File: config.mk
export PLATFORM = sky130hd
export DESIGN_NAME = v3alu_merge
export DESIGN_NICKNAME = d
export VERILOG_FILES = /design/src/sv/v3alu_pkg.sv /design/src/sv/v3alu_merge.sv
export SDC_FILE = /design/constraint.sdc
export NUM_CORES = 2
export LEC_CHECK = 0
export ABC_AREA = 1
export BUFFER_PORTS_ARGS = -buffer_cell sky130_fd_sc_hd__buf_2
export CORE_AREA = 2 2 580 582
export CTS_CLUSTER_SIZE = 8
export DETAILED_ROUTE_END_ITERATION = 8
export DIE_AREA = 0 0 582 584
export PLACE_DENSITY = 0.39
export SLEW_MARGIN = 15
export SYNTH_ARGS = -nofsm -noshare
export SYNTH_HDL_FRONTEND = slang
export SYNTH_SLANG_ARGS = --single-unit
File: constraint.sdc
create_clock -name clk -period 3.9 [get_ports clk]
set_input_delay 0.39 -clock clk [delete_from_list [all_inputs] [get_ports clk]]
set_output_delay 0.39 -clock clk [all_outputs]
set_load 0.01 [all_outputs]
File: src/sv/v3alu_pkg.sv
// shared types, codes and helpers of the vector alu
// no dependencies
package v3alu_pkg;

    localparam logic [2:0] KIND_ADD       = 3'd0;
    localparam logic [2:0] KIND_SUB       = 3'd1;
    localparam logic [2:0] KIND_SCALE     = 3'd2;
    localparam logic [2:0] KIND_DOT       = 3'd3;
    localparam logic [2:0] KIND_CROSS     = 3'd4;
    localparam logic [2:0] KIND_NORM      = 3'd5;
    localparam logic [2:0] KIND_NORMALIZE = 3'd6;

    localparam int Q_BITS     = 16;
    localparam int SQRT_STEPS = 32;
    localparam int DIV_STEPS  = 17;
    localparam int PIPE_LAT   = 3 + SQRT_STEPS + DIV_STEPS + 1;

    typedef struct packed {
        logic [2:0]         kind;
        logic signed [31:0] ax;
        logic signed [31:0] ay;
        logic signed [31:0] az;
        logic signed [31:0] bx;
        logic signed [31:0] by;
        logic signed [31:0] bz;
        logic signed [31:0] factor;
    } v3alu_cmd_t;

    typedef struct packed {
        logic signed [31:0] rx;
        logic signed [31:0] ry;
        logic signed [31:0] rz;
        logic signed [31:0] scalar_out;
        logic               saturated;
    } v3alu_res_t;

    typedef struct packed {
        logic [2:0]         kind;
        logic signed [31:0] ax;
        logic signed [31:0] ay;
        logic signed [31:0] az;
        v3alu_res_t         res;
    } v3alu_carry_t;

    typedef struct packed {
        logic signed [63:0] p_dot;
        logic signed [63:0] p_scale;
        logic signed [63:0] p_cr1;
        logic signed [63:0] p_cr2;
        logic [63:0]        p_sq;
    } v3alu_prod_t;

    // saturate to 32 bits, returns {clipped, value}
    function automatic logic [32:0] clip32(input logic signed [65:0] v);
        if (v > 66'sd2147483647) begin
            return {1'b1, 32'h7fff_ffff};
        end
        if (v < -66'sd2147483648) begin
            return {1'b1, 32'h8000_0000};
        end
        return {1'b0, v[31:0]};
    endfunction

    function automatic logic [31:0] abs32(input logic signed [31:0] v);
        return v[31] ? 32'(-v) : 32'(v);
    endfunction

endpackage

File: src/sv/v3alu_merge.sv
// merge stage: finishes add, sub, scale, cross and dot results and sums the squares
// depends on v3alu_pkg
module v3alu_merge
    import v3alu_pkg::*;
(
    input  logic                   clk,
    input  v3alu_cmd_t             cmd,
    input  v3alu_prod_t [2:0]      prod,
    output v3alu_carry_t           carry_reg,
    output logic [63:0]            sumsq_reg
);

    v3alu_carry_t       carry_next;
    logic [63:0]        sumsq_next;
    logic signed [31:0] a [3];
    logic signed [31:0] b [3];
    logic [32:0]        c [3];
    logic [32:0]        cd;
    logic signed [65:0] dsum;
    logic signed [65:0] cdiff [3];
    logic signed [63:0] sc [3];
    logic [31:0]        r [3];

    always_comb
    begin
        a[0] = cmd.ax; a[1] = cmd.ay; a[2] = cmd.az;
        b[0] = cmd.bx; b[1] = cmd.by; b[2] = cmd.bz;
        dsum = 66'(prod[0].p_dot) + 66'(prod[1].p_dot) + 66'(prod[2].p_dot);
        cd   = clip32(dsum >>> Q_BITS);
        for (int i = 0; i < 3; i++)
        begin
            cdiff[i] = 66'(prod[i].p_cr1) - 66'(prod[i].p_cr2);
            sc[i]    = prod[i].p_scale >>> Q_BITS;
            case (cmd.kind)
                KIND_ADD:   c[i] = clip32(66'(a[i]) + 66'(b[i]));
                KIND_SUB:   c[i] = clip32(66'(a[i]) - 66'(b[i]));
                KIND_SCALE: c[i] = clip32(66'(sc[i]));
                KIND_CROSS: c[i] = clip32(cdiff[i] >>> Q_BITS);
                default:    c[i] = 33'd0;
            endcase
            r[i] = c[i][31:0];
        end
        sumsq_next = prod[0].p_sq + prod[1].p_sq + prod[2].p_sq;

        carry_next.kind = cmd.kind;
        carry_next.ax   = cmd.ax;
        carry_next.ay   = cmd.ay;
        carry_next.az   = cmd.az;
        carry_next.res.rx = r[0];
        carry_next.res.ry = r[1];
        carry_next.res.rz = r[2];
        if (cmd.kind == KIND_DOT)
        begin
            carry_next.res.scalar_out = cd[31:0];
            carry_next.res.saturated  = cd[32];
        end
        else
        begin
            carry_next.res.scalar_out = 32'sd0;
            carry_next.res.saturated  = c[0][32] | c[1][32] | c[2][32];
        end
    end

    always_ff @(posedge clk)
    begin
        carry_reg <= carry_next;
        sumsq_reg <= sumsq_next;
    end

endmodule

==> metrics.md <==
| Metric | Value |
|---|---|
| Status | `complete, no violations` |
| Global-route wire length before repair | `461,000 um` |
| DRC | `0` |
| Reg power frac | `17.1%` |
| Ys Warns | `0` |
| Full die area | `340,000 um^2` |
| Setup ws final | `0.154 ns` |
| Mapped Cells | `8,383` |
| TritonCTS clock tree | `done` |
| Switching Fraction | `49.7%` |
| # H-tree levels | `2` |
| Fillcell total | `39,000` |
| Met3 GRT Util | `2.99%` |
| Post-Syn Area | `48,900 um^2` |
| Mapped Nets | `10,200` |
| Clock-pin slew on the worst setup and hold paths | `0.05 ns` |
| Combinational fraction of design power | `63.3%` |
| Core Rows | `212` |
| Seq/Total Area, Yosys | `12.0%` |
| Worst path cell trace | `dlygate4sd3_1 > buf_2 > ha_1 > inv_1 > fa_1 > or2_2 > o21ai_2 > nand2_1 > nand3_1 > nand2_1 > nand2_1 > nand2_1 > nand2_1 > nand2_1 > nand2_1 > o21ai_2 > inv_2 > nand2_1 > nand2_2 > buf_12 > o21ai_0 > a211oi_1 > buf_4 > nand2_1` |
| WL final | `340,000 um` |
| Cell variety after synth | `65` |
| Iter 0 DRT Violations | `4,026` |
| VDD IR-drop max | `0.345 mV` |
| Tot Pwr | `22.6 mW` |
| All-Layer GR Usage | `19.1%` |
| Pre-CTS setup slack | `-0.250 ns` |
| Fin crit period | `3.75 ns` |
| Leak | `36.1 nW` |
| Mean Syn Cell Area | `5.83 um^2` |
| Tightest Pin Transition | `0.843 ns` |
| Total gr overflow | `0` |
| Final Cycle Share | `96.1%` |
| Worst slew margin | `43.4%` |
| Area grow syn2layout | `41.5%` |
| Max-cap violation count | `0` |
| Clk root buf | `clkbuf_16` |
| Die H | `584 um` |
| Initial antenna violation count | `101` |
| Buf/Inv on CP | `6` |
| Nets | `12,300` |
| Clock sinks | `292` |
| Clock power share | `19.6%` |
| Met2 Resource Use GR | `32.0%` |
| # IOs | `1,480` |
| GRT met1 Usage | `25.1%` |
| Post-synth EDFFs | `0` |
| Worst setup SP type | `primary input` |
| Placer Congestion | `0.971` |
| Core area | `333,000 um^2` |
| Initial Util | `14.7%` |
| FF+latch count, synth | `292` |
| Dpl hpwl | `310,000 um` |
| Max Fclk | `267 MHz` |
| Asr flop ratio synth | `0%` |
| Wire per inst | `22.7 um` |
| Vias per cell | `4.15` |
| Max-slew violations | `0` |
| Largest stage delay, worst path | `0.53 ns` |
| Internal Power | `11.4 mW` |
| Vias in the first global route | `61,700` |
| CTS Buffer Depth | `3` |
| Die extent in x | `582 um` |
| # Post-CTS Setup Buffers | `0` |
| Worst path depth | `24` |
| Cts bufs inserted | `49` |
| Ys flop type | `dfxtp_1` |
| Crit-path max FO | `10` |
| Power per cell area | `327 nW/um^2` |
| Crit path arrival time | `4.35 ns` |
| RSZ-0062 raised after global routing | `no` |
| Max reg flops | `228` |
| Hold Path Sink | `sumsq_reg[0]$_DFF_P_` |
| Min-Delay Path Class | `in -> reg` |
| Req. time, crit path | `4.51 ns` |
| CP Capture Type | `register` |
| Final design utilization | `20.8%` |
| Hold_sp | `prod[0]` |
| First-pass DRT Iterations | `6` |
| Critical setup path kind | `in -> reg` |
| Crit-path leading delay family | `simple AND/OR/NAND/NOR gates` |
| Final hold vios | `0` |
| Largest net degree at the start of global routing | `62` |
| Psw | `11.3 mW` |
| Slowest CP cell | `dlygate4sd3_1` |
| Antenna-violating nets left | `0` |
| Share of cells above drive strength 1 | `22.4%` |
| DR vias | `62,100` |
| Crit path top cell by count | `nand2_1` |
| Setup Viol. Count Final | `0` |
| Port bufs | `1,399` |
| Hold path cells | `4` |
| Gr busiest metal | `met2` |
-- area by class of cell --
cell class / instances / area, um^2 / share of cell area, %
multi-input combinational: 6569 / 37200 / 53.7
timing repair buffer: 2232 / 14000 / 20.2
sequential: 292 / 5850 / 8.45
tap: 4387 / 5490 / 7.93
inverter: 1369 / 5140 / 7.43
clock buffer: 63 / 1350 / 1.95
clock inverter: 11 / 140 / 0.202
antenna: 33 / 82.6 / 0.119
-- routing by layer --
layer / vias to the layer above / wire length [um]
met5: - / 358
li1: 31100 / -
met4: 56 / 10500
met2: 1892 / 156000
met1: 28800 / 154000
met3: 323 / 18800
-- cell usage in the layout (no fill, tap or decap), types with 20 or more instances in the layout --
cell           netlist  final
buf_2               62   1399
inv_2               26     26
dlygate4sd3_1        0    102
o21ai_2             25     26
o21ai_1             64     63
clkbuf_16            0     49
nand2_2             21     21
o211ai_1            24     24
xnor2_1             60     60
fa_1               133    133
nor2_2              26     27
nand3b_1            31     31
nand2_1           2380   2380
nand4_1             71     71
buf_4               16    694
a21o_1              34     34
a211oi_1            23     23
a31oi_1             72     72
a21oi_1            767    767
o21ai_0            368    367
nor4_1              51     51
dfxtp_1            292    292
xor2_1             269    269
ha_1               507    507
nand3_1            338    335
diode_2              0     33
nor2_1             958    956
o21bai_1            56     56
buf_12               0     37
o21a_1              43     43
inv_1             1340   1339
nor3_1             110    106
o22ai_1             20     20
-- worst max path at each step --
stage / from / slack, ns / end
3_5_place_dp: cmd[128] / -0.25 / carry_reg[47]$_DFF_P_
5_1_grt: cmd[129] / 0.01 / carry_reg[47]$_DFF_P_
3_3_place_gp: prod[932] / -0.34 / carry_reg[0]$_DFF_P_
2_1_floorplan: prod[1] / 0.72 / sumsq_reg[57]$_DFF_P_
6_report: cmd[192] / 0.15 / carry_reg[112]$_DFF_P_
4_1_cts: cmd[160] / 0.13 / carry_reg[73]$_DFF_P_
-- synth_stat cells, types with 17 or more instances --
| cell type | number | area (um^2) |
|---|---|---|
| a211oi_1 | 23 | 173 |
| a21boi_0 | 17 | 128 |
| a21o_1 | 34 | 255 |
| a21oi_1 | 767 | 3840 |
| a31oi_1 | 72 | 450 |
| buf_2 | 62 | 310 |
| clkbuf_1 | 59 | 221 |
| dfxtp_1 | 292 | 5850 |
| fa_1 | 133 | 2660 |
| ha_1 | 507 | 6340 |
| inv_1 | 1340 | 5030 |
| inv_2 | 26 | 97.6 |
| nand2_1 | 2380 | 8930 |
| nand2_2 | 21 | 131 |
| nand3_1 | 338 | 1690 |
| nand3b_1 | 31 | 233 |
| nand4_1 | 71 | 444 |
| nor2_1 | 958 | 3600 |
| nor2_2 | 26 | 163 |
| nor3_1 | 110 | 551 |
| nor4_1 | 51 | 319 |
| o211ai_1 | 24 | 180 |
| o21a_1 | 43 | 323 |
| o21ai_0 | 368 | 1840 |
| o21ai_1 | 64 | 320 |
| o21ai_2 | 25 | 219 |
| o21bai_1 | 56 | 420 |
| o22ai_1 | 20 | 125 |
| xnor2_1 | 60 | 526 |
| xor2_1 | 269 | 2360 |
-- worst min-delay path: cells and delay by family --
family	cells	cell delay, ns
buf+inv	3	0.19
fa+ha+maj	1	0.17
-- kinds of logic after synthesis --
logic type | after synthesis | share of synthesized area [%]
AOI/OAI and AO/OA | 1554 | 17.7
adders and majority gates | 640 | 18.4
buffers and inverters | 1522 | 12.2
DFF | 292 | 12.0
and+or+nand+nor | 4045 | 33.9
xor gates and xnor gates | 330 | 5.92
-- through the flow --
stage | TNS [ns] | hold slack, ns | instance area [um^2] | std cells
after floorplan | 0 | 0.418 | 48900 | 8383
after global placement | -11.53 | 0.525 | 66600 | 14700
after detailed placement | -6.62 | 0.526 | 66600 | 14700
after CTS | 0 | 0.00124 | 69100 | 14900
after global routing | 0 | 0.0482 | 69200 | 14900
final | 0 | 0.0850 | 69200 | 15000
-- repair_timing --
item / CTS / global route
hold buffers: 101 / 1
setup endpoints to repair: 0 / 4
gates resized for setup: 0 / 6
hold endpoints to repair: 101 / 1
-- power groups by stage --
stage	Combinational (mW)	Sequential [mW]	Clock (mW)
final	14.3	3.87	4.43
after global routing	15.6	3.92	4.71
after floorplan	6.63	4.17	0
after CTS	14.4	3.88	4.65
after detailed placement	14.2	3.94	0
after global placement	14.3	3.93	0
Power figures use the tool's default switching activity.
