### src/sv/v3alu_pkg.sv
// shared types, codes and helpers of the vector alu
// no dependencies
package v3alu_pkg;

    localparam logic [2:0] KIND_ADD       = 3'd0;
    localparam logic [2:0] KIND_SUB       = 3'd1;
    localparam logic [2:0] KIND_SCALE     = 3'd2;
    localparam logic [2:0] KIND_DOT       = 3'd3;
    localparam logic [2:0] KIND_CROSS     = 3'd4;
    localparam logic [2:0] KIND_NORM      = 3'd5;
    localparam logic [2:0] KIND_NORMALIZE = 3'd6;

    localparam int Q_BITS     = 16;
    localparam int SQRT_STEPS = 32;
    localparam int DIV_STEPS  = 17;
    localparam int PIPE_LAT   = 3 + SQRT_STEPS + DIV_STEPS + 1;

    typedef struct packed {
        logic [2:0]         kind;
        logic signed [31:0] ax;
        logic signed [31:0] ay;
        logic signed [31:0] az;
        logic signed [31:0] bx;
        logic signed [31:0] by;
        logic signed [31:0] bz;
        logic signed [31:0] factor;
    } v3alu_cmd_t;

    typedef struct packed {
        logic signed [31:0] rx;
        logic signed [31:0] ry;
        logic signed [31:0] rz;
        logic signed [31:0] scalar_out;
        logic               saturated;
    } v3alu_res_t;

    typedef struct packed {
        logic [2:0]         kind;
        logic signed [31:0] ax;
        logic signed [31:0] ay;
        logic signed [31:0] az;
        v3alu_res_t         res;
    } v3alu_carry_t;

    typedef struct packed {
        logic signed [63:0] p_dot;
        logic signed [63:0] p_scale;
        logic signed [63:0] p_cr1;
        logic signed [63:0] p_cr2;
        logic [63:0]        p_sq;
    } v3alu_prod_t;

    // saturate to 32 bits, returns {clipped, value}
    function automatic logic [32:0] clip32(input logic signed [65:0] v);
        if (v > 66'sd2147483647) begin
            return {1'b1, 32'h7fff_ffff};
        end
        if (v < -66'sd2147483648) begin
            return {1'b1, 32'h8000_0000};
        end
        return {1'b0, v[31:0]};
    endfunction

    function automatic logic [31:0] abs32(input logic signed [31:0] v);
        return v[31] ? 32'(-v) : 32'(v);
    endfunction

endpackage

### src/sv/v3alu_sqrt_step.sv
// one registered step of the floor square root
// depends on v3alu_pkg
module v3alu_sqrt_step
    import v3alu_pkg::*;
#(
    parameter int STEP = 0
)
(
    input  logic         clk,
    input  logic         rst_n,
    input  logic         valid_in,
    input  v3alu_carry_t carry_in,
    input  logic [63:0]  x_in,
    input  logic [63:0]  root_in,
    output logic         valid_reg,
    output v3alu_carry_t carry_reg,
    output logic [63:0]  x_reg,
    output logic [63:0]  root_reg
);

    localparam logic [63:0] BIT = 64'd1 << (62 - 2 * STEP);

    logic [63:0] trial;
    logic [63:0] x_next;
    logic [63:0] root_next;

    always_comb
    begin
        trial = root_in + BIT;
        if (x_in >= trial)
        begin
            x_next    = x_in - trial;
            root_next = (root_in >> 1) + BIT;
        end
        else
        begin
            x_next    = x_in;
            root_next = root_in >> 1;
        end
    end

    always_ff @(posedge clk or negedge rst_n)
    begin
        if (!rst_n)
        begin
            valid_reg <= 1'b0;
        end
        else
        begin
            valid_reg <= valid_in;
        end
    end

    always_ff @(posedge clk)
    begin
        carry_reg <= carry_in;
        x_reg     <= x_next;
        root_reg  <= root_next;
    end

endmodule

### config.mk
export PLATFORM = sky130hd
export DESIGN_NAME = v3alu_sqrt_step
export DESIGN_NICKNAME = d
export VERILOG_FILES = /design/src/sv/v3alu_pkg.sv /design/src/sv/v3alu_sqrt_step.sv
export SDC_FILE = /design/constraint.sdc
export NUM_CORES = 1
export LEC_CHECK = 0
export BUFFER_PORTS_ARGS = -buffer_cell sky130_fd_sc_hd__buf_4
export CAP_MARGIN = 20
export CORE_AREA = 2 2 281 283
export DETAILED_ROUTE_END_ITERATION = 10
export DIE_AREA = 0 0 283 285
export PLACE_DENSITY_LB_ADDON = 0.08
export REMOVE_ABC_BUFFERS = 1
export SLEW_MARGIN = 20
export SYNTH_ARGS = -nofsm -noshare
export SYNTH_HDL_FRONTEND = slang
export SYNTH_SLANG_ARGS = --single-unit
### constraint.sdc
create_clock -name clk -period 0.8 [get_ports clk]
set_input_delay 0.16 -clock clk [delete_from_list [all_inputs] [get_ports clk]]
set_output_delay 0.16 -clock clk [all_outputs]
set_load 0.03 [all_outputs]
==> results.py, run 1 <==
metrics = {
    "sta": {
        "hold_ws_ns": -0.273,
        "hold_viol_final": 3,
        "finalMaxSlewViolations": 0,
        "fin_setup_tns_ns": -235.01,
        "period_share_pct": 304,
        "maxSlewHeadroom_pct": 64.5,
        "rsz0062_at_grt": "yes",
        "fmaxAchievable_mhz": 411,
        "worstMarginPinSlew_ns": 0.527,
        "worst_slack_ns": -1.63,
        "fin_crit_ns": 2.43,
        "setup_viol": 423,
    },
    "logic_synthesis": {
        "synth_area_per_cell_um2": 10.7,
        "yosysWarnings": 0,
        "synthCells": 1114,
        "ys_seq_area_share_pct": 60.0,
        "synth-seq-cells": 357,
        "synth-edff-count": 0,
        "netlist-cell-type-count": 59,
        "ys.flop_type": "dfxtp_1",
        "yosysTopAreaCellShare_pct": 59.8,
        "synth_common_cells": "356 x dfxtp_1, 111 x a21oi_1, 82 x nor2_1, 78 x inv_1, 64 x ha_1",
        "synth.cell_area_mm2": 0.0119,
        "synthTopCellsByArea": "dfxtp_1 60%, ha_1 6.7%, a21oi_1 4.7%, a21o_1 3.1%, xnor2_1 2.6%",
        "synth_top_cell_by_area": "dfxtp_1",
        "async_flop_share_pct": 0.280,
        "synth_most_common_cell": "dfxtp_1",
    },
    "floorplanning": {
        "die_x_um": 283,
        "pin_count": 716,
        "rows": 103,
        "die_height_um": 285,
        "placeableCoreArea_mm2": 0.0780,
        "die-area_mm2": 0.0807,
        "start_util_pct": 15.3,
    },
    "final_layout": {
        "multi_input_area_mm2": 0.00550,
        "nets": 2941,
        "layout-drive-gt1-share_pct": 65.4,
        "ff_latch_area_mm2": 0.00760,
        "syn_to_final_growth_pct": 147,
        "largest_reg_flops": 228,
        "nFillCells": 7749,
    },
    "outcome": {
        "violations": "hold timing, setup timing",
        "status": "finished, violations left",
    },
    "place": {
        "hpwl_um": 49500,
        "io_buffers": 715,
        "gp_congestion": 0.819,
    },
    "critical_path": {
        "required_ns": 1.27,
        "cp_top_family": "simple AND/OR/NAND/NOR gates",
        "critPathMaxFanout": 5,
        "crit_path_start_kind": "input port",
        "cp_cell_sequence": "buf_6, inv_2, ha_4, fa_2, nand2b_4, a21oi_4, o41ai_4, nor4bb_4, nor3_4, o21ai_2, o41ai_4, buf_6, or4b_1, a21oi_1, nor3_1",
        "criticalPathCategory": "input port to flip-flop",
        "worst_ep_arrival_time_ns": 2.90,
        "end_kind": "flip-flop",
        "worst-path-buf-inv": 3,
        "critPathSlowestCell": "or4b_1",
        "critPathMaxStageDelay_ns": 0.43,
    },
    "global_routing": {
        "antenna_found_initial": 7,
        "grt_max_degree": 14,
        "grt_usage_pct": 15.5,
        "grt_overflow": 0,
        "grt_pass1_wl_um": 95100,
        "grt_pass1_vias": 14900,
    },
    "clock_tree": {
        "cts_hold_buf": 354,
        "cts_buffer_depth": 3,
        "clk_pin_slew_worst_paths_ns": 0.06,
        "cts-root-buf": "clkbuf_16",
        "tritoncts": "done",
        "clkSinkCount": 357,
        "cts_made_buffers": 45,
        "htreeDepth": 2,
    },
    "run": {
        "drv_cap": 0,
    },
    "route": {
        "firstDrtPassIters": 4,
        "wl_per_cell_um": 18.0,
        "via_per_inst": 3.72,
        "drc": 0,
        "dr_total_vias": 13400,
        "initialDrtViolationCount": 332,
        "wl_um": 64700,
        "antenna_left": 0,
    },
    "min_path": {
        "hold-path-cell-count": 1,
        "hold_start": "root_in[1]",
        "hold_class": "input port to flip-flop",
        "whs_endpoint": "root_reg[0]$_DFF_P_",
    },
    "power": {
        "ir_drop_v": 0.00146,
        "p_leak_nw": 13.5,
        "power.total_mw": 59.8,
        "power_density_mw_per_mm2": 2030,
    },
}
[power by group]
group	leakage [nW]	total (mW)	internal (mW)	switching (mW)
clock network	0.765	21.2	12.8	8.39
registers	3.02	20.3	19.6	0.727
logic	9.67	18.4	9.59	8.76
[layer usage]
layer | wire [um] | vias up | track usage [%]
met5 | 23 | - | 0
met1 | 23100 | 6300 | 15.9
li1 | - | 6633 | -
met3 | 3730 | 89 | 3.92
met4 | 1770 | 4 | 4.99
met2 | 36100 | 394 | 30.5
[per-stage QoR]
step	area, um^2	setup slack (ns)	instances	utilization (%)
finish	29400	-1.63	3606	37.7
global route	29400	-1.74	3606	37.7
CTS	28900	-1.65	3597	37.1
detailed placement	20500	-2.83	3115	26.3
global placement	20500	-2.75	3115	26.3
floorplan	11800	-4.86	1077	-
[worst max path at each step]
stage,startpoint,end,depth (start not counted)
floorplan,root_in[16],x_reg[60]$_DFF_P_,12
global placement,x_in[0],x_reg[60]$_DFF_P_,17
detailed placement,x_in[0],x_reg[4]$_DFF_P_,17
CTS,root_in[25],x_reg[61]$_DFF_P_,17
global route,root_in[3],x_reg[61]$_DFF_P_,15
finish,x_in[0],x_reg[60]$_DFF_P_,15
[cells by family (layout without fill, tap and decap cells)]
kind of cell               Yosys count  in the layout  synth area share, %
adders and majority gates           65             65                 6.89
AOI/OAI and AO/OA                  272            272                 14.3
muxes                               15             15                 1.41
xor gates and xnor gates            56             56                 4.12
and+or+nand+nor                    234            234                 9.52
other                                0              5                    0
buffers and inverters              115           1552                 3.75
DFF                                357            357                 60.0
[cell type report]
type | count | area share (%)
diodes | 5 | 0.0425
clock buffers | 64 | 4.48
clock inverters | 17 | 0.745
inverters | 78 | 1.05
multi-input cells | 642 | 18.7
flip-flops and latches | 357 | 25.8
well taps | 1050 | 4.47
repair buffers | 1393 | 44.7
[repair_timing]
item                                   in CTS  in global routing
pin swaps                                  71                 49
cloned                                      8                  1
setup buffers                              45                 15
setup endpoints to repair                 423                423
endpoints found under the hold margin     357                  3
resized for setup                         933                129
[cells in the final DEF (no fill, tap or decap), drive strengths merged, types with 11 or more instances in the layout]
cell,instances
ha,64
nor3,12
clkbuf,65
dlygate4sd3,354
xnor2,36
o21bai,11
xor2,20
nand4,18
a21o,49
nand3,14
mux2,14
nor2,82
o21ai,43
buf,1038
dfxtp,356
nand2,52
inv,82
and3,13
a21oi,111
Note: power is estimated with default switching activity, not from simulation.
==> inputs of run 2 (changes only) <==
- CELL_PAD_IN_SITES_DETAIL_PLACEMENT: unset -> 0
- CELL_PAD_IN_SITES_GLOBAL_PLACEMENT: unset -> 2
- CORE_AREA: 2 2 281 283 -> 2 2 275 277
- DIE_AREA: 0 0 283 285 -> 0 0 277 279
==> results.py, run 2 (synthesis results as in run 1) <==
metrics = {
    "outcome": {
        "status": "finished, violations left",
        "violations": "hold timing, setup timing",
    },
    "clock_tree": {
        "htreeDepth": 2,
        "tritoncts": "done",
        "cts-root-buf": "clkbuf_16",
        "cts_buffer_depth": 3,
        "clk_pin_slew_worst_paths_ns": 0.06,
        "cts_made_buffers": 45,
        "clkSinkCount": 357,
    },
    "sta": {
        "worst_slack_ns": -1.63,
        "fin_crit_ns": 2.43,
        "fmaxAchievable_mhz": 411,
        "hold_viol_final": 2,
        "rsz0062_at_grt": "yes",
        "period_share_pct": 304,
        "setup_viol": 423,
        "finalMaxSlewViolations": 0,
        "maxSlewHeadroom_pct": 68.6,
        "hold_ws_ns": -0.277,
        "worstMarginPinSlew_ns": 0.466,
    },
    "final_layout": {
        "layout_common_cells": "630 x buf_4, 377 x buf_6, 357 x dlygate4sd3_1",
        "layout-drive-gt1-share_pct": 66.4,
        "finalInstanceArea_mm2": 0.0295,
        "postLayoutCoreUtil_pct": 39.9,
        "final_common_cell": "buf_4",
        "syn_to_final_growth_pct": 148,
        "largest_reg_flops": 228,
        "nets": 2946,
    },
    "critical_path": {
        "crit_path_start_kind": "input port",
        "critPathMaxFanout": 8,
        "end_kind": "flip-flop",
        "cp_cell_sequence": "buf_8, inv_4, ha_4, fa_2, nand2b_4, a21oi_4, o41ai_4, nor4bb_4, nor3_4, o21ai_4, o41ai_4, buf_4, buf_8, buf_16, mux2_4",
        "criticalPathCategory": "input port to flip-flop",
        "startpoint": "x_in[0]",
        "cp.depth": 15,
        "endpoint": "x_reg[4]$_DFF_P_",
        "critPathSlowestCell": "fa_2",
        "worst_ep_arrival_time_ns": 2.88,
        "required_ns": 1.25,
        "cp_top_family": "compound AO/OA/AOI/OAI gates",
        "worst-path-buf-inv": 5,
        "critPathMaxStageDelay_ns": 0.36,
    },
    "floorplanning": {
        "rows": 100,
        "pin_count": 716,
        "start_util_pct": 16.1,
        "die_height_um": 279,
        "placeableCoreArea_mm2": 0.0741,
        "die-area_mm2": 0.0773,
        "die_x_um": 277,
    },
    "route": {
        "wl_per_cell_um": 18.7,
        "wl_um": 65900,
        "dr_total_vias": 13400,
        "drc": 0,
        "initialDrtViolationCount": 268,
        "antenna_left": 0,
        "firstDrtPassIters": 4,
        "via_per_inst": 3.80,
    },
    "global_routing": {
        "antenna_found_initial": 10,
        "grt_overflow": 0,
        "grt_pass1_vias": 14900,
        "grt_pass1_wl_um": 95600,
        "grt_max_degree": 14,
        "grt_usage_pct": 16.5,
    },
    "place": {
        "hpwl_um": 50100,
        "gp_congestion": 0.801,
        "io_buffers": 715,
        "dpl_cell_area_mm2": 0.0204,
    },
    "power": {
        "p_leak_nw": 13.5,
        "ir_drop_v": 0.00130,
        "power_density_mw_per_mm2": 2010,
    },
    "min_path": {
        "hold_class": "input port to flip-flop",
    },
    "run": {
        "drv_cap": 0,
    },
}
## run 2: area by class of cell
cell class	instances	area, um^2
Fill cell	7393	44600
Inverter	78	298
Sequential cell	357	7600
Tap cell	969	1210
Clock inverter	18	180
Antenna cell	6	15.0
Multi-Input combinational cell	642	5680
Clock buffer	64	1300
Timing Repair Buffer	1398	13200
## run 2: worst min path at each step
stage          startpoint                   to  slack, ns  cells past startpoint
2_1_floorplan       rst_n  valid_reg$_DFF_PN0_      -0.14                      0
3_3_place_gp        rst_n  valid_reg$_DFF_PN0_      -0.06                      1
3_5_place_dp        rst_n  valid_reg$_DFF_PN0_      -0.06                      1
4_1_cts        root_in[1]  root_reg[0]$_DFF_P_      -0.33                      1
5_1_grt        root_in[1]  root_reg[0]$_DFF_P_      -0.31                      1
6_report       root_in[1]  root_reg[0]$_DFF_P_      -0.28                      1
## run 2: what timing repair did
action / in CTS / in global routing
buffers inserted: 39 / 14
hold endpoints to repair: 357 / 3
hold buffers: 356 / 1
pin swaps: 55 / 28
endpoints found under the setup margin: 423 / 423
resized for setup: 955 / 127
gates cloned: 10 / 1
## run 2: metal layers
metal | global-route usage (%) | vias up | part of all wire (%)
met2 | 32.2 | 395 | 55
met1 | 16.6 | 6273 | 36
met3 | 4.28 | 100 | 5.8
met4 | 6.12 | 6 | 3.3
li1 | - | 6650 | -
met5 | 0 | - | 0.052
## run 2: metrics by stage
stage | power, mW | setup TNS [ns] | cells | setup slack, ns
after floorplan | 26.4 | -294.02 | 1077 | -4.86
after global placement | 33.8 | -182.97 | 3033 | -2.96
after detailed placement | 33.7 | -188.52 | 3033 | -3.05
after CTS | 59.8 | -249.56 | 3515 | -1.62
after global routing | 62.2 | -260.89 | 3532 | -1.70
final | 59.4 | -237.33 | 3532 | -1.63
## run 2: where the power goes
group | leakage, nW | total [mW] | internal (mW) | switching, mW
sequential | 3.02 | 20.3 | 19.6 | 0.715
combinational | 9.72 | 18.9 | 9.78 | 9.09
clock | 0.721 | 20.3 | 12.0 | 8.30
total | 13.5 | 59.4 | 41.3 | 18.1
