### config.mk
export PLATFORM = sky130hd
export DESIGN_NAME = v3alu_div_step
export DESIGN_NICKNAME = d
export VERILOG_FILES = /design/src/sv/v3alu_pkg.sv /design/src/sv/v3alu_div_step.sv
export SDC_FILE = /design/constraint.sdc
export NUM_CORES = 1
export LEC_CHECK = 0
export BUFFER_PORTS_ARGS = -buffer_cell sky130_fd_sc_hd__buf_2
export CAP_MARGIN = 25
export CORE_AREA = 2 2 354 356
export DETAILED_ROUTE_END_ITERATION = 12
export DIE_AREA = 0 0 356 358
export GPL_TIMING_DRIVEN = 0
export PLACE_DENSITY = 0.43
export SLEW_MARGIN = 20
export SYNTH_ARGS = -nofsm -noshare
export SYNTH_HDL_FRONTEND = slang
export SYNTH_SLANG_ARGS = --single-unit
### constraint.sdc
create_clock -name clk -period 0.8 [get_ports clk]
set_input_delay 0.04 -clock clk [delete_from_list [all_inputs] [get_ports clk]]
set_output_delay 0.04 -clock clk [all_outputs]
set_load 0.03 [all_outputs]
### src/sv/v3alu_pkg.sv
// shared types, codes and helpers of the vector alu
// no dependencies
package v3alu_pkg;

    localparam logic [2:0] KIND_ADD       = 3'd0;
    localparam logic [2:0] KIND_SUB       = 3'd1;
    localparam logic [2:0] KIND_SCALE     = 3'd2;
    localparam logic [2:0] KIND_DOT       = 3'd3;
    localparam logic [2:0] KIND_CROSS     = 3'd4;
    localparam logic [2:0] KIND_NORM      = 3'd5;
    localparam logic [2:0] KIND_NORMALIZE = 3'd6;

    localparam int Q_BITS     = 16;
    localparam int SQRT_STEPS = 32;
    localparam int DIV_STEPS  = 17;
    localparam int PIPE_LAT   = 3 + SQRT_STEPS + DIV_STEPS + 1;

    typedef struct packed {
        logic [2:0]         kind;
        logic signed [31:0] ax;
        logic signed [31:0] ay;
        logic signed [31:0] az;
        logic signed [31:0] bx;
        logic signed [31:0] by;
        logic signed [31:0] bz;
        logic signed [31:0] factor;
    } v3alu_cmd_t;

    typedef struct packed {
        logic signed [31:0] rx;
        logic signed [31:0] ry;
        logic signed [31:0] rz;
        logic signed [31:0] scalar_out;
        logic               saturated;
    } v3alu_res_t;

    typedef struct packed {
        logic [2:0]         kind;
        logic signed [31:0] ax;
        logic signed [31:0] ay;
        logic signed [31:0] az;
        v3alu_res_t         res;
    } v3alu_carry_t;

    typedef struct packed {
        logic signed [63:0] p_dot;
        logic signed [63:0] p_scale;
        logic signed [63:0] p_cr1;
        logic signed [63:0] p_cr2;
        logic [63:0]        p_sq;
    } v3alu_prod_t;

    // saturate to 32 bits, returns {clipped, value}
    function automatic logic [32:0] clip32(input logic signed [65:0] v);
        if (v > 66'sd2147483647) begin
            return {1'b1, 32'h7fff_ffff};
        end
        if (v < -66'sd2147483648) begin
            return {1'b1, 32'h8000_0000};
        end
        return {1'b0, v[31:0]};
    endfunction

    function automatic logic [31:0] abs32(input logic signed [31:0] v);
        return v[31] ? 32'(-v) : 32'(v);
    endfunction

endpackage

### src/sv/v3alu_div_step.sv
// one registered quotient bit of the three normalize dividers
// depends on v3alu_pkg
module v3alu_div_step
    import v3alu_pkg::*;
#(
    parameter int SHIFT = 0
)
(
    input  logic              clk,
    input  logic              rst_n,
    input  logic              valid_in,
    input  v3alu_carry_t      carry_in,
    input  logic [31:0]       n_in,
    input  logic [2:0][47:0]  rem_in,
    input  logic [2:0][16:0]  quo_in,
    output logic              valid_reg,
    output v3alu_carry_t      carry_reg,
    output logic [31:0]       n_reg,
    output logic [2:0][47:0]  rem_reg,
    output logic [2:0][16:0]  quo_reg
);

    logic [48:0]      dsh;
    logic [2:0][47:0] rem_next;
    logic [2:0][16:0] quo_next;

    always_comb
    begin
        dsh = 49'(n_in) << SHIFT;
        for (int i = 0; i < 3; i++)
        begin
            rem_next[i] = rem_in[i];
            quo_next[i] = quo_in[i];
            if (49'(rem_in[i]) >= dsh)
            begin
                rem_next[i]        = rem_in[i] - dsh[47:0];
                quo_next[i][SHIFT] = 1'b1;
            end
        end
    end

    always_ff @(posedge clk or negedge rst_n)
    begin
        if (!rst_n)
        begin
            valid_reg <= 1'b0;
        end
        else
        begin
            valid_reg <= valid_in;
        end
    end

    always_ff @(posedge clk)
    begin
        carry_reg <= carry_in;
        n_reg     <= n_in;
        rem_reg   <= rem_next;
        quo_reg   <= quo_next;
    end

endmodule

==> impl_results.md, run 1 <==
- Synth-to-Final Area Change: 144%
- Top cell by count, worst path: buf_6
- Leakage: 17.5 nW
- Ys flop type: dfxtp_1
- Max reg flops: 228
- Crit Path Max Fanout: 4
- Global-route wire length before repair: 150 mm
- Psw: 25.4 mW
- Cells after Synth: 1678
- Outcome: finished with violations
- Die H: 358 µm
- Slew HR: 51.6%
- Fraction of registers with async set/reset: 0.219%
- Sw Share: 32.3%
- H-tree levels: 2
- Crit end category: register
- Count of different cell masters after synthesis: 87
- Final Setup Violations: 603
- DRT Wirelength: 116 mm
- Initial antenna violation count: 45
- Nets: 4000
- Share of layout cells above drive strength 1: 62.8%
- Flop pwr share: 33.8%
- Hold WS: -490 ps
- Max Slew Vio Count: 0
- Num Clock Sinks: 456
- Via density: 3.96
- Failing checks: hold timing, setup timing
- EDFF count, synth: 0
- CTS tree: done
- Max IR drop VDD: 1840 µV
- WP data arrival: 2860 ps
- Fin worst setup slack: -1540 ps
- Worst min-delay path class: input port to register
- Combinational power share: 31.0%
- Measured slew at the worst slew-check pin: 720 ps
- Internal cell power: 53.2 mW
- CTS max path bufs: 3
- Gr usage total: 16.4%
- Setup crit start kind: input port
- Fmax: 0.427 GHz
- Root Driver: clkbuf_16
- DIE WIDTH: 356 µm
- #FFs+latches synth: 456
- Ports: 914
- Drt pass-1 iters: 5
- Drt wl/cell: 22.6 µm
- Unrepaired setup endpoints after global routing: true
- Largest net degree at the start of global routing: 16
- Crit Path Category: input port to register
- Post-route antenna net violation count: 0
- GRT overflow: 0
- Dpl hpwl: 83.9 mm
- Min Clock Period, post-route: 2340 ps
- CP cell instances: buf_4 > clkinvlp_4 > buf_12 > ha_4 > buf_6 > nand4_1 > nor3_2 > o211ai_1 > a31oi_4 > o211ai_4 > buf_6 > or3_4 > nor4_4 > nand3_2 > xnor2_1
- PwrDens: 1900 nW/µm²
- Pre-CTS setup slack: -3090 ps
- PortBufs: 911
- Vias in the first global route: 20600
- Overall Power: 78.5 mW
- DRC viols: 0
- Mapped cell area: 16900 µm²
- Via count: 20400
- Iteration-0 DRC Markers: 912
- Clk slew on worst S/H paths: 60 ps
- Req. time, crit path: 1320 ps
- CP max stage delay: 390 ps
- Final hold violations: 63
- Sequential-to-total area share from yosys stat: 54.0%
- Placer congestion estimate: 0.868
- Synth Warn #: 0
- Synthesized area per cell: 10.1 µm²
- Slowest-stage cell, CP: or3_4
- Number of buffers created by CTS: 56
- DIE AREA: 127000 µm²
- Clock power frac: 35.1%
- Post-Syn Nets: 2235
- Core Rows: 129
- Max-cap violations: 0
- Starting Density: 13.7%
- Period utilisation layout: 292%
- Core Box Area: 123000 µm²
[metrics by stage]
stage	instance area (µm²)	std cells	TNS [ps]	utilization (%)	hold WS [ps]
final	41300	5138	-352530	33.5	-490
after global routing	41300	5133	-389640	33.5	-541
after CTS	36000	5051	-412980	29.2	-515
after detailed placement	24300	4226	-369340	19.7	-156
after global placement	24300	4226	-368270	19.7	-155
after floorplan	17600	1678	-205980	-	-256
[cell usage in the layout, fill, tap and decap left out, types with 29 or more instances in the layout]
| master | n |
|---|---|
| a21o_1 | 39 |
| a21oi_1 | 65 |
| a21oi_2 | 40 |
| buf_12 | 46 |
| buf_2 | 440 |
| buf_4 | 111 |
| buf_6 | 496 |
| buf_8 | 36 |
| clkbuf_16 | 69 |
| clkinvlp_4 | 36 |
| dfxtp_2 | 437 |
| dlygate4sd3_1 | 598 |
| ha_1 | 38 |
| ha_4 | 41 |
| nand2_1 | 86 |
| nand2_4 | 39 |
| nand4_1 | 29 |
| nor2_1 | 96 |
| o21ai_0 | 34 |
| o21ai_2 | 46 |
| xnor2_1 | 56 |
| xor2_1 | 43 |
[synth_stat cells (all sizes together) (6+ instances only)]
| cell | n | share of area, % |
|---|---|---|
| dfxtp | 455 | 54 |
| nand2 | 139 | 3.1 |
| nor2 | 123 | 2.7 |
| a21oi | 122 | 3.7 |
| o21ai | 115 | 3.5 |
| ha | 96 | 7.1 |
| xnor2 | 77 | 4.0 |
| inv | 60 | 1.3 |
| xor2 | 51 | 2.6 |
| clkbuf | 41 | 0.92 |
| nor3 | 40 | 1.2 |
| a21o | 39 | 1.7 |
| nand3 | 36 | 1.1 |
| nand4 | 29 | 1.1 |
| nand2b | 20 | 0.74 |
| a31oi | 15 | 0.59 |
| buf | 15 | 0.49 |
| nor2b | 15 | 0.55 |
| nor4 | 15 | 0.59 |
| o31ai | 13 | 0.69 |
| o21bai | 12 | 0.53 |
| a211oi | 11 | 0.55 |
| and3 | 9 | 0.33 |
| mux2 | 9 | 0.60 |
| o21a | 9 | 0.40 |
| o211ai | 8 | 0.38 |
| or3 | 8 | 0.30 |
| a21boi | 7 | 0.31 |
| or2 | 6 | 0.22 |
[worst max-delay path: cells and delay by family]
family	cells	cell delay, ps
buffers and inverters	5	580
AO/OA/AOI/OAI	3	680
adder cells (fa/ha/maj)	1	260
AND/OR/NAND/NOR	5	1120
XOR/XNOR	1	140
[worst paths after layout]
path	start	end	slack, ps	cells past startpoint
setup / recovery	n_in[13]	rem_reg[138]	-1540	15
max in group asynchronous	rst_n	valid_reg	400	3
min in group asynchronous	rst_n	valid_reg	280	3
hold / removal	n_in[3]	n_reg[3]	-490	1
[timing repair]
action,4_1_cts,5_1_grt
setup endpoints to repair,603,603
gates cloned,12,1
endpoints found under the hold margin,457,99
resized for setup,499,2071
hold buffers,565,38
buffers inserted,159,54
pin swaps,144,116
[per-layer routing]
layer | global-route usage, % | routed length, µm | up-vias
li1 | - | - | 9459
met1 | 18.4 | 43900 | 9720
met2 | 27.8 | 54900 | 867
met3 | 4.90 | 8860 | 303
met4 | 9.41 | 8170 | 22
met5 | 0 | 121 | -
[power by group through the flow]
stage                     clock network (mW)  logic (mW)  registers (mW)
final                                   27.6        24.4            26.6
after global routing                    29.4        25.6            26.7
after CTS                               28.5        20.4            25.6
after detailed placement                   0        15.6            26.0
after global placement                     0        15.7            26.0
after floorplan                            0        5.24            30.2
[kinds of logic (layout without fill, tap and decap cells)]
logic type,count (synthesis),after routing,share of synthesized area (%)
xor gates and xnor gates,128,128,6.62
other,0,11,0
AOI/OAI and AO/OA,399,399,15.2
adders and majority gates,99,99,7.45
buffers and inverters,116,1928,2.74
DFF,456,456,54.0
and+or+nand+nor,468,468,13.3
muxes,12,12,0.776
[final cells by class]
type / count / area, µm²
inverters: 60 / 367
flip-flops and latches: 456 / 9740
plain buffers: 41 / 539
diodes: 11 / 27.5
fillers: 12200 / 82000
well taps: 1637 / 2050
clock buffers: 84 / 1720
repair buffers: 1722 / 16100
clock inverters: 21 / 280
multi-input cells: 1106 / 10400
Note: power is estimated with default switching activity, not from simulation.
==> run 2, diff against run 1 <==
==> constraint.sdc (replaced) <==
create_clock -name clk -period 0.8 [get_ports clk]
set_input_delay 0 -clock clk [delete_from_list [all_inputs] [get_ports clk]]
set_output_delay 0 -clock clk [all_outputs]
set_load 0.03 [all_outputs]
==> run 2 against run 1 <==
Via count about the same. Die area unchanged. Total power down 4.6%. Fmax up 2.3%. Clock-buffer cell count unchanged. Sequential share of layout area up 0.31 points. The flow still finishes with violations (hold timing, setup timing). Non-clock buffer count up 82. Largest power group unchanged.
==> impl_results.md, run 2 (same netlist as run 1, synthesis figures left out) <==
- Critical path's top delay family: compound AO/OA/AOI/OAI gates
- Inst Count DP: 4226 (unchanged)
- Leakage: 16.6 nW (-5.0%)
- Gr usage total: 16.5% (+0.10 points)
- Hold EP: n_reg[3]
- DIE AREA: 127000 µm² (unchanged)
- Drt wl/cell: 21.5 µm (-4.9%)
- Unrepaired setup endpoints after global routing: true
- Clock power frac: 36.6% (+1.5 points)
- Core Rows: 129 (unchanged)
- Number of buffers created by CTS: 56 (unchanged)
- Detail Route met3 WL: 9.30 mm (+4.9%)
- Slew HR: 50.5% (-1.0 points)
- CP cell instances: buf_8 > clkinvlp_4 > ha_4 > nand2_4 > buf_4 > nor2_4 > nand4_1 > a211o_1 > o21a_2 > a21oi_4 > o21ai_4 > buf_6 > or4b_4 > xnor2_1
- Crit Path Max Fanout: 4 (unchanged)
- Placer congestion estimate: 0.868 (unchanged)
- Worst min-delay path class: input port to register
- Dpl hpwl: 83.9 mm (unchanged)
- WHS Path Cells: 1 (unchanged)
- Min Clock Period, post-route: 2290 ps (-53.4 ps)
- Failing checks: hold timing, setup timing
- Sw Share: 32.7% (+0.39 points)
- Crit Path Category: input port to register
- CTS max path bufs: 3 (unchanged)
- Worst Setup SP: n_in[15]
- Post-route antenna net violation count: 0 (unchanged)
- DRT Wirelength: 112 mm (-3.4%)
- Most frequent cells in the layout: buf_2 (887), dlygate4sd3_1 (676), dfxtp_1 (446)
- Via density: 3.90 (-1.6%)
- Iteration-0 DRC Markers: 893 (-2.1%)
- Commonest non-fill, non-tap cell in the layout: buf_2
- Final non-filler cell total: 5221 (+1.6%)
- Setup TNS: -356030 ps (-3500 ps)
- Flop pwr share: 34.2% (+0.4 points)
- Vias in the first global route: 20900 (+1.6%)
- Drt pass-1 iters: 5 (unchanged)
- Nets: 4082 (+2.1%)
- H-tree levels: 2 (unchanged)
- Slowest-stage cell, CP: or4b_4
- WP buf/inv: 4 (-1)
- WP data arrival: 2810 ps (-50 ps)
- Fin worst setup slack: -1490 ps (+53.4 ps)
- Max Slew Vio Count: 0 (unchanged)
- Root Driver: clkbuf_16
- Via count: 20400 (-0.020%)
- Setup crit start kind: input port
- CP max stage delay: 480 ps (+90 ps)
- Psw: 24.5 mW (-3.4%)
- Core Box Area: 123000 µm² (unchanged)
- Hold WS: -530 ps (-39.8 ps)
- Period utilisation layout: 286% (-6.7 points)
- Crit end category: register
- Outcome: finished with violations
- Pre-CTS setup slack: -3050 ps (+40.0 ps)
- GRT overflow: 0 (unchanged)
- Share of layout cells above drive strength 1: 48.1% (-15 points)
- Ports: 914 (unchanged)
- DRC viols: 0 (unchanged)
- PwrDens: 1950 nW/µm² (+2.7%)
- Initial antenna violation count: 43 (-4.4%)
- Die H: 358 µm (unchanged)
- Num Clock Sinks: 456 (unchanged)
- Max IR drop VDD: 1810 µV (-1.5%)
- Met1 wire length: 42.6 mm (-2.9%)
- Final Setup Violations: 603 (unchanged)
- Req. time, crit path: 1320 ps (about the same)
- Global-route wire length before repair: 151 mm (+0.79%)
- Combinational power share: 29.2% (-1.8 points)
- PortBufs: 911 (unchanged)
- Final hold violations: 77 (+22%)
- Largest net degree at the start of global routing: 16 (unchanged)
- DIE WIDTH: 356 µm (unchanged)
- Internal cell power: 50.4 mW (-5.2%)
- Clk slew on worst S/H paths: 60 ps (about the same)
- Measured slew at the worst slew-check pin: 735 ps (+15.3 ps)
- CTS tree: done
- Metal2 WL: 52.7 mm (-4.0%)
- Overall Power: 74.9 mW (-4.6%)
- Synth-to-Final Area Change: 126%
- Max reg flops: 228 (unchanged)
- Starting Density: 13.7% (unchanged)
- HP Start: n_in[3]
- Highest metal used: met5
- Fmax: 0.437 GHz (+2.3%)
- Max-cap violations: 0 (unchanged)
[run 2: changes by cell type in the layout (fill, tap and decap cells not counted), moves of 7 or more]
cell,before,now
buf_2,440,887
dfxtp_1,1,446
dfxtp_2,437,0
buf_6,496,65
dlygate4sd3_1,598,676
buf_8,36,15
nand2_4,39,19
nand2_2,14,25
nand2_1,86,95
dfxtp_4,17,9
xnor2_1,56,64
xnor2_2,19,12
[run 2: repair_timing]
action	CTS	global route
pin swaps	144	98
hold buffers	640	43
cloned	12	0
hold endpoints to repair	457	117
setup buffers	159	47
setup endpoints to repair	603	603
gates resized for setup	499	174
[run 2: power groups by stage]
stage	logic [mW]	clock network [mW]	registers, mW
after global placement	15.7	0	26.0
after CTS	20.7	28.5	25.6
after floorplan	5.24	0	30.2
after detailed placement	15.6	0	26.0
final	21.9	27.4	25.6
after global routing	23.1	29.2	25.8
[run 2: worst max-delay path by stage]
stage              endpoint  depth (start not counted)
2_1_floorplan   rem_reg[91]                         12
3_3_place_gp   rem_reg[137]                         12
3_5_place_dp   rem_reg[137]                         12
4_1_cts         rem_reg[88]                         13
5_1_grt         rem_reg[41]                         12
6_report        rem_reg[83]                         14
[run 2: layout make-up]
type / count / area (µm²)
antenna: 12 / 30.0
timing repair buffer: 1802 / 14100
clock inverter: 21 / 280
inverter: 60 / 367
buffer: 43 / 554
clock buffer: 84 / 1720
tap: 1637 / 2050
multi-input combinational: 1106 / 10100
fill: 12700 / 85000
sequential: 456 / 9170
[run 2: per-layer routing]
metal / global-route usage [%] / vias up
li1: - / 9622
met1: 18.2 / 9609
met2: 28.1 / 855
met3: 5.41 / 255
met4: 9.23 / 26
met5: 0 / -
[run 2: stage by stage]
step | cell area, µm² | utilization [%]
2_1_floorplan | 17600 | -
4_1_cts | 36800 | 29.8
6_report | 38300 | 31.1
3_3_place_gp | 24300 | 19.7
3_5_place_dp | 24300 | 19.7
5_1_grt | 38300 | 31.1
==> run 3, diff against run 2 <==
Settings changed: CORE_AREA 2 2 354 356 to 2 2 357 359, DIE_AREA 0 0 356 358 to 0 0 359 361.
==> run 3 against run 2 <==
The flow still finishes with violations (hold timing, setup timing). Non-clock buffer count down 31. Utilization shrank 0.75 points. Final cell count decreased by 0.38%. Sequential cell count unchanged. Clock power increased by 1%. Critical path depth is 4 lower. Largest power group unchanged. Combinational power is essentially flat. Worst setup slack worse by 14 ps. Die area rose by 1.7%. Total power increased by 0.15%. Global-route usage is 0.10 points lower. Clock-buffer cell count shrank 9.
==> impl_results.md, run 3 (same netlist as run 1, synthesis figures left out) <==
- Crit Path Category: input port to register
- Setup TNS: -361870 ps (-5840 ps)
- Max Slew Vio Count: 0 (unchanged)
- Failing checks: hold timing, setup timing
- Crit end category: register
- Final Setup Violations: 603 (unchanged)
- WHS Path Cells: 1 (unchanged)
- Max IR drop VDD: 1770 µV (-2.4%)
- Core Box Area: 125000 µm² (+1.7%)
- Max reg flops: 228 (unchanged)
- Req. time, crit path: 1330 ps (about the same)
- Crit Path Max Fanout: 6 (+2)
- Max-cap violations: 0 (unchanged)
- GRT overflow: 0 (unchanged)
- Hold WS: -461 ps (+68.9 ps)
- Core Rows: 130 (+0.78%)
- Leakage: 16.4 nW (-1.2%)
- Starting Density: 13.5% (-0.23 points)
- DIE WIDTH: 359 µm (+0.84%)
- DRC viols: 0 (unchanged)
- Post-route cell area: 38000 µm² (-0.76%)
- Combinational power share: 28.9% (-0.3 points)
- Fill cell count: 12900 (+1.5%)
- WP data arrival: 2830 ps (+20 ps)
- Period utilisation layout: 287% (+1.7 points)
- Flop pwr share: 34.0% (-0.2 points)
- Ports: 914 (unchanged)
- Commonest non-fill, non-tap cell in the layout: buf_2
- Iteration-0 DRC Markers: 744 (-17%)
- Worst min-delay path class: input port to register
- Dpl hpwl: 84.4 mm (+0.69%)
- Unrepaired setup endpoints after global routing: true
- Number of buffers created by CTS: 56 (unchanged)
- Root Driver: clkbuf_16
- Via density: 3.90 (-0.10%)
- Placer congestion estimate: 0.863 (-0.47%)
- DIE AREA: 130000 µm² (+1.7%)
- Psw: 24.5 mW (about the same)
- Fin worst setup slack: -1500 ps (-13.7 ps)
- Overall Power: 75.0 mW (+0.15%)
- Area after DPL: 24300 µm² (about the same)
- Slowest-stage cell, CP: dlygate4sd3_1
- DRT Wirelength: 112 mm (about the same)
- CTS tree: done
- Post-route antenna net violation count: 0 (unchanged)
- Vias in the first global route: 20800 (-0.28%)
- Hold EP: n_reg[0]
- Share of layout cells above drive strength 1: 47.7% (-0.40 points)
- Slew HR: 52.0% (+1.4 points)
- Setup crit start kind: input port
- Clk slew on worst S/H paths: 60 ps (about the same)
- Largest net degree at the start of global routing: 17 (+1)
- Via count: 20300 (-0.49%)
- Global-route wire length before repair: 154 mm (+1.9%)
- Outcome: finished with violations
- Drt wl/cell: 21.6 µm (+0.46%)
- Fmax: 0.435 GHz (-0.60%)
- Final hold violations: 87 (+13%)
- HP Start: n_in[0]
- Synth-to-Final Area Change: 125%
- Sw Share: 32.6% (-0.054 points)
- CP max stage delay: 600 ps (+120 ps)
- CTS max path bufs: 3 (unchanged)
- Num Clock Sinks: 456 (unchanged)
- Initial antenna violation count: 51 (+19%)
- Nets: 4051 (-0.76%)
- Utilization after layout: 30.3% (-0.75 points)
- Measured slew at the worst slew-check pin: 721 ps (-14.3 ps)
- H-tree levels: 2 (unchanged)
- Most frequent cells in the layout: buf_2 (882), dlygate4sd3_1 (670), dfxtp_1 (445)
- Gr usage total: 16.4% (-0.10 points)
- PwrDens: 1970 nW/µm² (+0.93%)
- Min Clock Period, post-route: 2300 ps (+13.7 ps)
- Internal cell power: 50.5 mW (+0.23%)
- CP cell instances: buf_2 > dlygate4sd3_1 > ha_2 > a21oi_2 > o21bai_1 > a21o_1 > a221o_1 > a22oi_2 > or4b_1 > xnor2_1
- PortBufs: 911 (unchanged)
- Clock power frac: 37.1% (+0.5 points)
- Die H: 361 µm (+0.84%)
- Drt pass-1 iters: 5 (unchanged)
==> run 3: changes by cell type in the layout (fill, tap and decap cells not counted), sizes merged <==
cell / previous run / this run
bufbuf: 1 / 0
dlygate4sd3: 676 / 670
diode: 12 / 10
clkbuf: 120 / 106
bufinv: 4 / 7
clkinv: 9 / 15
buf: 1131 / 1112
==> run 3: routing by layer <==
metal	track usage [%]	wire [µm]
met5	0	197
met4	7.48	6230
met3	4.94	8350
met2	28.5	53700
met1	18.5	43600
==> run 3: metrics by stage <==
stage	hold slack, ps	worst slack (ps)	std cells
after floorplan	-296	-1730	1678
after global placement	-223	-3500	4239
after detailed placement	-221	-3420	4239
after CTS	-532	-1430	5117
after global routing	-523	-1550	5197
final	-461	-1500	5201
==> run 3: power by group through the flow <==
stage	combinational (mW)	clock (mW)	sequential, mW
2_1_floorplan	5.24	0	30.2
4_1_cts	20.6	28.8	25.5
5_1_grt	22.9	29.6	25.7
3_5_place_dp	15.7	0	25.9
6_report	21.7	27.8	25.5
3_3_place_gp	15.8	0	25.9
==> run 3: worst max path at each step <==
stage | start | endpoint | depth (start not counted)
5_1_grt | n_in[7] | rem_reg[37] | 15
4_1_cts | n_in[7] | rem_reg[137] | 13
6_report | rem_in[72] | rem_reg[83] | 10
3_3_place_gp | n_in[1] | rem_reg[129] | 12
3_5_place_dp | n_in[1] | rem_reg[129] | 12
2_1_floorplan | rem_in[48] | rem_reg[91] | 12
==> run 3: layout make-up <==
type / instances / area [µm²] / area share, %
Clock inverter: 30 / 410 / 1.08
Clock buffer: 75 / 1610 / 4.24
Tap cell: 1650 / 2060 / 5.43
Timing Repair Buffer: 1775 / 13700 / 36.1
Multi-Input combinational cell: 1106 / 10100 / 26.6
Antenna cell: 10 / 25.0 / 0.0658
Sequential cell: 456 / 9160 / 24.1
Inverter: 60 / 367 / 0.964
Buffer: 39 / 519 / 1.37
==> run 3: what timing repair did <==
| item | CTS | global route |
|---|---|---|
| pin swaps | 94 | 89 |
| hold buffers | 642 | 35 |
| cloned | 13 | 0 |
| buffers inserted | 135 | 55 |
| gates resized for setup | 483 | 193 |
| hold endpoints to repair | 457 | 120 |
| endpoints found under the setup margin | 603 | 603 |
==> run 3: critical path: cells and delay by family <==
kind | cells | cell delay [ps]
buffers and inverters | 2 | 690
xor gates and xnor gates | 1 | 150
and+or+nand+nor | 1 | 490
adders and majority gates | 1 | 330
AOI/OAI and AO/OA | 5 | 1150
